<file path="src/design/kcl_pkg.sv">
// ----------------------------------------------------------------------------
// Keypad code lock package
// Shared constants, codes and transaction types of the keypad code lock.
// ----------------------------------------------------------------------------
package kcl_pkg;

	localparam int CODE_LENGTH = 4;
	localparam int BUF_W       = 8 * CODE_LENGTH;
	localparam int CNT_W       = $clog2(CODE_LENGTH + 1);
	localparam int SH_W        = $clog2(BUF_W);
	localparam int Q_DEPTH     = 2;

	localparam logic [2:0] MODE_OPEN    = 3'd0;
	localparam logic [2:0] MODE_CLOSING = 3'd1;
	localparam logic [2:0] MODE_CLOSED  = 3'd2;
	localparam logic [2:0] MODE_OPENING = 3'd3;
	localparam logic [2:0] MODE_LOCKED  = 3'd4;

	localparam logic [1:0] KIND_KEY    = 2'd0;
	localparam logic [1:0] KIND_MOTOR  = 2'd1;
	localparam logic [1:0] KIND_BUTTON = 2'd2;

	localparam logic [2:0] OP_NONE    = 3'd0;
	localparam logic [2:0] OP_KEY     = 3'd1;
	localparam logic [2:0] OP_CONFIRM = 3'd2;
	localparam logic [2:0] OP_MOTOR   = 3'd3;
	localparam logic [2:0] OP_BUTTON  = 3'd4;

	localparam logic [7:0]  KEY_CONFIRM = 8'd35;
	localparam logic [13:0] CLOSE_STEPS = 14'd8192;
	localparam logic [13:0] OPEN_STEPS  = 14'd4096;
	localparam logic [13:0] NO_STEPS    = 14'd0;

	localparam logic [1:0] MOTOR_NONE  = 2'd0;
	localparam logic [1:0] MOTOR_CLOSE = 2'd1;
	localparam logic [1:0] MOTOR_OPEN  = 2'd2;

	localparam logic REG_MASTER_CODE  = 1'b0;
	localparam logic REG_MAX_FAILURES = 1'b1;

	localparam logic [31:0] MASTER_CODE_RESET  = 32'h3132_3334;
	localparam logic [3:0]  MAX_FAILURES_RESET = 4'd3;
	localparam logic [3:0]  FAIL_SATURATE      = 4'd15;

	typedef struct packed {
		logic [1:0] kind;
		logic [7:0] key_code;
	} item_t;

	typedef struct packed {
		logic [2:0]  safe_mode;
		logic [1:0]  motor_start;
		logic [13:0] motor_steps;
		logic [2:0]  keys_entered;
		logic [31:0] entry_shown;
		logic        alarm_led;
		logic        master_entry_active;
		logic        code_rejected;
	} result_t;

	typedef struct packed {
		logic [2:0] op;
		logic [7:0] key;
	} cmd_t;

	typedef struct packed {
		logic valid;
		cmd_t cmd;
	} cmd_link_t;

endpackage

</file>
<file path="src/design/kcl_front.sv">
// ----------------------------------------------------------------------------
// Keypad code lock front end
// Accepts input transactions, classifies them into commands and holds them
// in a two-entry command queue for the execution stage.
// ----------------------------------------------------------------------------
module kcl_front (
	input  logic               clk,
	input  logic               arst_n,
	input  logic               push,
	output logic               full,
	input  kcl_pkg::item_t     item,
	output kcl_pkg::cmd_link_t link,
	input  logic               take
);

	kcl_pkg::cmd_t cmd_in;
	kcl_pkg::cmd_t queue_q [kcl_pkg::Q_DEPTH];
	logic          wr_ptr_q;
	logic          rd_ptr_q;
	logic [1:0]    count_q;
	logic          do_push;
	logic          do_pop;

	always_comb begin
		cmd_in.key = item.key_code;
		case (item.kind)
			kcl_pkg::KIND_KEY: begin
				cmd_in.op = (item.key_code == kcl_pkg::KEY_CONFIRM) ?
					kcl_pkg::OP_CONFIRM : kcl_pkg::OP_KEY;
			end
			kcl_pkg::KIND_MOTOR:  cmd_in.op = kcl_pkg::OP_MOTOR;
			kcl_pkg::KIND_BUTTON: cmd_in.op = kcl_pkg::OP_BUTTON;
			default:              cmd_in.op = kcl_pkg::OP_NONE;
		endcase
	end

	assign full       = (count_q == 2'(kcl_pkg::Q_DEPTH));
	assign do_push    = push && !full;
	assign do_pop     = take && (count_q != 2'd0);
	assign link.valid = (count_q != 2'd0);
	assign link.cmd   = queue_q[rd_ptr_q];

	always_ff @(posedge clk) begin
		if (do_push) begin
			queue_q[wr_ptr_q] <= cmd_in;
		end
	end

	always_ff @(posedge clk or negedge arst_n) begin
		if (!arst_n) begin
			wr_ptr_q <= 1'b0;
			rd_ptr_q <= 1'b0;
			count_q  <= 2'd0;
		end else begin
			if (do_push) begin
				wr_ptr_q <= !wr_ptr_q;
			end
			if (do_pop) begin
				rd_ptr_q <= !rd_ptr_q;
			end
			case ({do_push, do_pop})
				2'b10:   count_q <= count_q + 2'd1;
				2'b01:   count_q <= count_q - 2'd1;
				default: count_q <= count_q;
			endcase
		end
	end

`ifndef ASSERT_OFF
	a_count_range: assert property (@(posedge clk) disable iff (!arst_n)
		count_q <= 2'(kcl_pkg::Q_DEPTH))
		else $error("command queue count out of range");

	a_push_visible: assert property (@(posedge clk) disable iff (!arst_n)
		do_push |=> link.valid)
		else $error("accepted transaction not visible to the execution stage");

	a_full_holds: assert property (@(posedge clk) disable iff (!arst_n)
		(full && !take) |=> full)
		else $error("command queue left full state without a take");
`endif

endmodule

</file>
<file path="src/design/kcl_back.sv">
// ----------------------------------------------------------------------------
// Keypad code lock execution stage
// Holds the lock state and configuration and does one command per cycle while
// the two-entry result queue, which takes each result, has room or is popped.
// ----------------------------------------------------------------------------
module kcl_back (
	input  logic               clk,
	input  logic               arst_n,
	input  kcl_pkg::cmd_link_t link,
	output logic               take,
	input  logic               cfg_we,
	input  logic               cfg_index,
	input  logic [31:0]        cfg_data,
	output logic               empty,
	input  logic               pop,
	output kcl_pkg::result_t   result
);

	logic [31:0]                master_q;
	logic [3:0]                 max_fail_q;
	logic [2:0]                 mode_q, mode_d;
	logic [kcl_pkg::BUF_W-1:0]  user_q, user_d;
	logic [kcl_pkg::BUF_W-1:0]  buf_q, buf_d;
	logic [kcl_pkg::CNT_W-1:0]  cnt_q, cnt_d;
	logic [3:0]                 fail_q, fail_d;
	logic                       mentry_q, mentry_d;
	logic [1:0]                 motor;
	logic [13:0]                steps;
	logic                       rejected;
	logic                       buf_full;
	logic [kcl_pkg::SH_W-1:0]   shift;
	logic [kcl_pkg::BUF_W-1:0]  buf_pushed;
	logic [kcl_pkg::CNT_W-1:0]  cnt_pushed;
	logic [63:0]                buf_wide;
	kcl_pkg::result_t           res_in;
	kcl_pkg::result_t           rq_q [kcl_pkg::Q_DEPTH];
	logic                       rq_wr_q;
	logic                       rq_rd_q;
	logic [1:0]                 rq_count_q;
	logic                       do_pop;
	logic [2:0]                 op;

	assign op       = link.cmd.op;
	assign buf_full = (cnt_q == kcl_pkg::CNT_W'(kcl_pkg::CODE_LENGTH));
	assign shift    = kcl_pkg::SH_W'({kcl_pkg::CNT_W'(kcl_pkg::CODE_LENGTH - 1) - cnt_q, 3'b000});
	assign buf_pushed = buf_full ? buf_q :
		(buf_q | (kcl_pkg::BUF_W'(link.cmd.key) << shift));
	assign cnt_pushed = buf_full ? cnt_q : cnt_q + kcl_pkg::CNT_W'(1);

	always_comb begin
		mode_d   = mode_q;
		user_d   = user_q;
		buf_d    = buf_q;
		cnt_d    = cnt_q;
		fail_d   = fail_q;
		mentry_d = mentry_q;
		motor    = kcl_pkg::MOTOR_NONE;
		steps    = kcl_pkg::NO_STEPS;
		rejected = 1'b0;
		case (mode_q)
			kcl_pkg::MODE_OPEN: begin
				if (op == kcl_pkg::OP_KEY) begin
					buf_d = buf_pushed;
					cnt_d = cnt_pushed;
				end else if (op == kcl_pkg::OP_CONFIRM && buf_full) begin
					user_d = buf_q;
					buf_d  = '0;
					cnt_d  = '0;
					mode_d = kcl_pkg::MODE_CLOSING;
					motor  = kcl_pkg::MOTOR_CLOSE;
					steps  = kcl_pkg::CLOSE_STEPS;
				end
			end
			kcl_pkg::MODE_CLOSING: begin
				if (op == kcl_pkg::OP_MOTOR) begin
					mode_d = kcl_pkg::MODE_CLOSED;
					fail_d = 4'd0;
					buf_d  = '0;
					cnt_d  = '0;
				end
			end
			kcl_pkg::MODE_CLOSED: begin
				if (op == kcl_pkg::OP_KEY) begin
					buf_d = buf_pushed;
					cnt_d = cnt_pushed;
				end else if (op == kcl_pkg::OP_CONFIRM && buf_full) begin
					buf_d = '0;
					cnt_d = '0;
					if (buf_q == user_q) begin
						mode_d = kcl_pkg::MODE_OPENING;
						motor  = kcl_pkg::MOTOR_OPEN;
						steps  = kcl_pkg::OPEN_STEPS;
					end else begin
						rejected = 1'b1;
						if (fail_q < kcl_pkg::FAIL_SATURATE) begin
							fail_d = fail_q + 4'd1;
						end
						if (fail_d >= max_fail_q) begin
							mode_d   = kcl_pkg::MODE_LOCKED;
							mentry_d = 1'b0;
						end
					end
				end
			end
			kcl_pkg::MODE_OPENING: begin
				if (op == kcl_pkg::OP_MOTOR) begin
					mode_d = kcl_pkg::MODE_OPEN;
					buf_d  = '0;
					cnt_d  = '0;
				end
			end
			kcl_pkg::MODE_LOCKED: begin
				if (!mentry_q) begin
					if (op == kcl_pkg::OP_BUTTON) begin
						mentry_d = 1'b1;
						buf_d    = '0;
						cnt_d    = '0;
					end
				end else if (op == kcl_pkg::OP_KEY || op == kcl_pkg::OP_CONFIRM) begin
					if (!buf_full) begin
						buf_d = buf_pushed;
						cnt_d = cnt_pushed;
					end else if (op == kcl_pkg::OP_CONFIRM) begin
						mentry_d = 1'b0;
						if (64'(buf_q) == 64'(master_q)) begin
							mode_d = kcl_pkg::MODE_OPENING;
							motor  = kcl_pkg::MOTOR_OPEN;
							steps  = kcl_pkg::OPEN_STEPS;
						end else begin
							rejected = 1'b1;
						end
						buf_d = '0;
						cnt_d = '0;
					end
				end
			end
			default: begin
				mode_d = kcl_pkg::MODE_OPEN;
			end
		endcase
	end

	assign buf_wide = 64'(buf_d);

	always_comb begin
		res_in.safe_mode           = mode_d;
		res_in.motor_start         = motor;
		res_in.motor_steps         = steps;
		res_in.keys_entered        = 3'(cnt_d);
		res_in.entry_shown         = buf_wide[31:0];
		res_in.alarm_led           = (mode_d == kcl_pkg::MODE_LOCKED);
		res_in.master_entry_active = mentry_d;
		res_in.code_rejected       = rejected;
	end

	assign empty  = (rq_count_q == 2'd0);
	assign do_pop = pop && !empty;
	assign take   = link.valid && ((rq_count_q != 2'(kcl_pkg::Q_DEPTH)) || do_pop);
	assign result = rq_q[rq_rd_q];

	always_ff @(posedge clk) begin
		if (take) begin
			rq_q[rq_wr_q] <= res_in;
		end
	end

	always_ff @(posedge clk or negedge arst_n) begin
		if (!arst_n) begin
			master_q   <= kcl_pkg::MASTER_CODE_RESET;
			max_fail_q <= kcl_pkg::MAX_FAILURES_RESET;
		end else if (cfg_we) begin
			case (cfg_index)
				kcl_pkg::REG_MASTER_CODE:  master_q   <= cfg_data;
				kcl_pkg::REG_MAX_FAILURES: max_fail_q <= cfg_data[3:0];
				default:                   master_q   <= master_q;
			endcase
		end
	end

	always_ff @(posedge clk or negedge arst_n) begin
		if (!arst_n) begin
			mode_q     <= kcl_pkg::MODE_OPEN;
			user_q     <= '0;
			buf_q      <= '0;
			cnt_q      <= '0;
			fail_q     <= 4'd0;
			mentry_q   <= 1'b0;
			rq_wr_q    <= 1'b0;
			rq_rd_q    <= 1'b0;
			rq_count_q <= 2'd0;
		end else begin
			if (take) begin
				mode_q   <= mode_d;
				user_q   <= user_d;
				buf_q    <= buf_d;
				cnt_q    <= cnt_d;
				fail_q   <= fail_d;
				mentry_q <= mentry_d;
				rq_wr_q  <= !rq_wr_q;
			end
			if (do_pop) begin
				rq_rd_q <= !rq_rd_q;
			end
			case ({take, do_pop})
				2'b10:   rq_count_q <= rq_count_q + 2'd1;
				2'b01:   rq_count_q <= rq_count_q - 2'd1;
				default: rq_count_q <= rq_count_q;
			endcase
		end
	end

`ifndef ASSERT_OFF
	a_master_only_locked: assert property (@(posedge clk) disable iff (!arst_n)
		mentry_q |-> (mode_q == kcl_pkg::MODE_LOCKED))
		else $error("master entry active outside locked mode");

	a_count_bound: assert property (@(posedge clk) disable iff (!arst_n)
		cnt_q <= kcl_pkg::CNT_W'(kcl_pkg::CODE_LENGTH))
		else $error("entry count exceeds code length");

	a_close_done: assert property (@(posedge clk) disable iff (!arst_n)
		(take && mode_q == kcl_pkg::MODE_CLOSING && op == kcl_pkg::OP_MOTOR)
		|=> (mode_q == kcl_pkg::MODE_CLOSED && fail_q == 4'd0))
		else $error("closing motion done did not enter closed mode");
`endif

endmodule

</file>
<file path="src/design/keypad_code_lock_controller.sv">
// ----------------------------------------------------------------------------
// Keypad code lock controller
// Safe lock controller with user code, failure lockout and master unlock.
// ----------------------------------------------------------------------------
// Each input transaction (key press, motor done or unlock button) yields
// exactly one result transaction. The block takes one transaction per cycle
// unless the command queue is full; that two-entry queue feeds the execution
// stage, which updates the lock state and writes a two-entry result queue, so
// a result passes both queues before it is visible. The execution stage moves
// one command per cycle whenever the result queue has room or is being popped
// in the same cycle. Configuration registers (master code at index 0, failure
// limit at index 1) are written through cfg_we, cfg_index and cfg_data; the
// user must do so only while no transaction is in flight; nothing enforces it.
module keypad_code_lock_controller (
	input  logic             clk,
	input  logic             arst_n,
	input  logic             push,
	output logic             full,
	input  kcl_pkg::item_t   item,
	output logic             empty,
	input  logic             pop,
	output kcl_pkg::result_t result,
	input  logic             cfg_we,
	input  logic             cfg_index,
	input  logic [31:0]      cfg_data
);

	kcl_pkg::cmd_link_t link;
	logic               take;

	kcl_front u_front (
		.clk    (clk),
		.arst_n (arst_n),
		.push   (push),
		.full   (full),
		.item   (item),
		.link   (link),
		.take   (take)
	);

	kcl_back u_back (
		.clk       (clk),
		.arst_n    (arst_n),
		.link      (link),
		.take      (take),
		.cfg_we    (cfg_we),
		.cfg_index (cfg_index),
		.cfg_data  (cfg_data),
		.empty     (empty),
		.pop       (pop),
		.result    (result)
	);

endmodule

</file>
<file path="config.mk">
export PLATFORM = sky130hd
export DESIGN_NAME = keypad_code_lock_controller
export DESIGN_NICKNAME = d
export VERILOG_FILES = /design/src/design/kcl_pkg.sv /design/src/design/kcl_front.sv /design/src/design/kcl_back.sv /design/src/design/keypad_code_lock_controller.sv
export SDC_FILE = /design/constraint.sdc
export NUM_CORES = 1
export LEC_CHECK = 0
export BUFFER_PORTS_ARGS = -buffer_cell sky130_fd_sc_hd__buf_2
export CELL_PAD_IN_SITES_DETAIL_PLACEMENT = 0
export CELL_PAD_IN_SITES_GLOBAL_PLACEMENT = 1
export CORE_ASPECT_RATIO = 1.5
export CORE_MARGIN = 3
export CORE_UTILIZATION = 48
export CTS_CLUSTER_DIAMETER = 50
export DETAILED_ROUTE_END_ITERATION = 12
export PLACE_DENSITY_LB_ADDON = 0.1
export SLEW_MARGIN = 10
export SYNTH_ARGS = -nofsm -noshare
export SYNTH_HDL_FRONTEND = slang
export SYNTH_SLANG_ARGS = --single-unit
</file>
<file path="constraint.sdc">
create_clock -name clk -period 3.5 [get_ports clk]
set_input_delay 0.35 -clock clk [delete_from_list [all_inputs] [get_ports clk]]
set_output_delay 0.35 -clock clk [all_outputs]
set_load 0.02 [all_outputs]
</file>
==> results.py <==
metrics = {
    "run_status": {
        "status": "finished, violations left",
        "violations": "hold timing",
    },
    "cells_and_area": {
        "fin_cells": 1202,
        "layout_common_cells": "112 x mux2_2, 108 x edfxtp_1, 104 x dfrtp_1",
        "stdcell_area_um2": 12000,
        "layout-drive-gt1-share_pct": 30.3,
        "layout_commonest_cell": "mux2_2",
        "insertedDiodeCount": 0,
        "nNetsFinal": 975,
        "area.growth.synth_to_final_pct": 14.6,
    },
    "yosys": {
        "async_flop_share_pct": 52.4,
        "synth_area_um2": 10500,
        "netlist.area_leader.share_pct": 31.0,
        "synth_area_leaders": "edfxtp_1 31%, dfrtp_1 25%, mux2_2 12%",
        "syn_area_per_cell_um2": 12.9,
        "ys_warn_count": 0,
        "synth_edf_count": 108,
        "ys_seq_area_share_pct": 59.6,
        "synth_top_area_cell": "edfxtp_1",
        "synth_seq_cells": 227,
        "synth_ff_type": "edfxtp_1",
        "netlist_instances": 811,
        "synthDistinctLibCells": 59,
    },
    "sta": {
        "final.min_clock_period_ns": 2.94,
        "max_freq_ghz": 0.340,
        "clock_skew_ns": 0.00933,
        "hold_viol": 5,
        "min_period_over_period_pct": 84.0,
        "final.setup.tns_ns": 0,
        "drv_slew": 0,
        "worst-slew-pin-transition_ns": 1.05,
        "setup_viol_count_final": 0,
        "rsz0062_at_grt": "false",
        "max_slew_margin_pct": 30.1,
        "holdWs_ns": -0.0148,
    },
    "placed_design": {
        "place_congestion": 0.867,
        "dp_hpwl_um": 17300,
        "placed_area_um2": 11200,
        "dp.cells": 1161,
        "io_buffers": 94,
    },
    "worst_hold_path": {
        "hp-class": "in2async",
    },
    "critical_path": {
        "path_class": "reg2reg",
        "cp_max_fo": 32,
        "ff2ff_setup_slack_ns": 0.56,
        "end_kind": "register",
        "cp.arrival_ns": 3.18,
        "startpoint_type": "register",
        "rr_startpoint": "u_back.cnt_q[1]",
        "cp_data_required_time_ns": 3.75,
        "reg2reg_to": "u_back.rq_q[0][13]",
        "reg2regPathDepth": 8,
    },
    "floorplan": {
        "start_util_pct": 49.3,
        "io_pins": 107,
        "core_um2": 21200,
        "num_rows": 65,
        "dieArea_um2": 23700,
        "die-width_um": 127,
        "die_h_um": 187,
    },
    "clocking": {
        "cts_buffers": 23,
        "cts.sinks": 227,
        "path_clk_slew_ns": 0.06,
        "hold_buffers": 0,
        "cts_setup_buffers": 0,
        "cts_resized": 0,
        "cts-root-buf": "clkbuf_16",
        "clockBufferDepth": 3,
        "clock_latency_ns": 0.50,
        "htreeDepth": 1,
        "cts_tree": "yes",
    },
    "routing": {
        "drt_wl_total_um": 23600,
        "ant_nets": 0,
        "drc_errors": 0,
        "vias": 6603,
        "avgRoutedWirePerCell_um": 19.6,
        "viasPerCell": 5.49,
        "dr.pass1.iters": 4,
        "drtIter0Drc": 417,
    },
    "global_route": {
        "antenna_found_initial": 0,
        "grt_pass1_wl_um": 37900,
        "track_usage_pct": 20.1,
        "grt_max_degree": 74,
        "grt-ovfl-total": 0,
        "grt_pass1_vias": 6838,
    },
    "power": {
        "powerDensity_nw_per_um2": 905,
        "p_leak_nw": 5.07,
        "ir_worst_vdd_uv": 456,
    },
    "flow_run": {
        "drv_cap": 0,
    },
}
worst max-delay path by stage:
stage                               startpoint                  to  slack (ns)  cells past startpoint
after floorplan           u_back.rq_count_q[1]   u_back.rq_q[0][0]        0.44                      4
after global placement         u_back.cnt_q[0]   u_back.user_q[18]        0.67                      7
after detailed placement       u_back.cnt_q[1]  u_back.rq_q[0][13]        0.60                      8
after CTS                      u_back.cnt_q[1]   u_back.user_q[24]        0.60                      7
after global routing           u_back.cnt_q[0]  u_back.rq_q[1][33]        0.38                      9
final                          u_back.cnt_q[1]  u_back.rq_q[0][13]        0.56                      8
critical path, cell delays in order, from the launching register on:
cell and delay [ns]:
dfrtp_1 0.46, inv_1 0.13, ha_1 0.24, nand2_1 0.22
or4b_1 0.70, a21oi_1 0.23, o211ai_1 0.10, buf_4 0.28
a22o_1 0.30
layout make-up:
cell class	count	area, um2
Timing Repair Buffer	114	636
Sequential cell	227	6240
Tap cell	268	335
Clock buffer	28	594
Multi-Input combinational cell	533	3970
Fill cell	1764	9230
Inverter	19	71.3
Clock inverter	13	158
state kept, by name, indices dropped and copies added (netlist names), 3 cells and up:
register	cells
u_front.queue_q	22
u_back.cnt_q	3
u_back.rq_q	86
u_back.user_q	32
u_back.max_fail_q	4
u_back.master_q	32
u_back.fail_q	4
u_back.mode_q	3
u_back.buf_q	32
layer usage:
metal  global-route usage, %  share of wire, %  vias up
li1                        -                 -     3137
met1                    27.5                43     3253
met2                    33.2                49      167
met3                    2.74               4.3       46
met4                    6.73               3.2        0
met5                       0                 0        -
report_power, final:
group	internal, mW	switching, mW
clock network	1.44	0.999
logic	1.49	2.56
registers	3.83	0.539
total	6.76	4.10
cell families after synthesis:
logic type	Yosys count	synth area share (%)
AO/OA/AOI/OAI	127	7.59
XOR/XNOR	78	6.53
adder cells (fa/ha/maj)	9	1.08
multiplexers	131	13.9
other	1	0.0358
AND/OR/NAND/NOR	176	8.14
buffers and inverters	62	3.08
flip-flops	227	59.6
cells in the mapped netlist, types with 6 or more instances:
| master | n |
|---|---|
| nor2_1 | 34 |
| a21oi_1 | 21 |
| nor4_1 | 10 |
| nand4_1 | 12 |
| nand2_1 | 75 |
| a22o_1 | 20 |
| dfstp_2 | 15 |
| mux2i_1 | 15 |
| buf_1 | 6 |
| mux2_2 | 112 |
| inv_1 | 18 |
| a31oi_1 | 6 |
| clkbuf_1 | 13 |
| nand3_1 | 12 |
| o21ai_0 | 54 |
| dfrtp_1 | 104 |
| xor2_1 | 35 |
| ha_1 | 9 |
| xnor2_1 | 43 |
| buf_4 | 14 |
| edfxtp_1 | 108 |
| buf_2 | 6 |
| nor2b_1 | 6 |
metrics by stage:
step / hold slack, ns / total power, mW / setup slack, ns / utilization, %
6_report: -0.0148 / 10.9 / 0.560 / 56.5
2_1_floorplan: 0.0544 / 7.05 / 0.442 / -
3_5_place_dp: 0.469 / 8.50 / 0.601 / 53.0
4_1_cts: 0.0339 / 11.0 / 0.596 / 56.5
3_3_place_gp: 0.459 / 8.42 / 0.671 / 53.0
5_1_grt: 0.0407 / 11.5 / 0.380 / 56.5
Power figures use the tool's default switching activity.
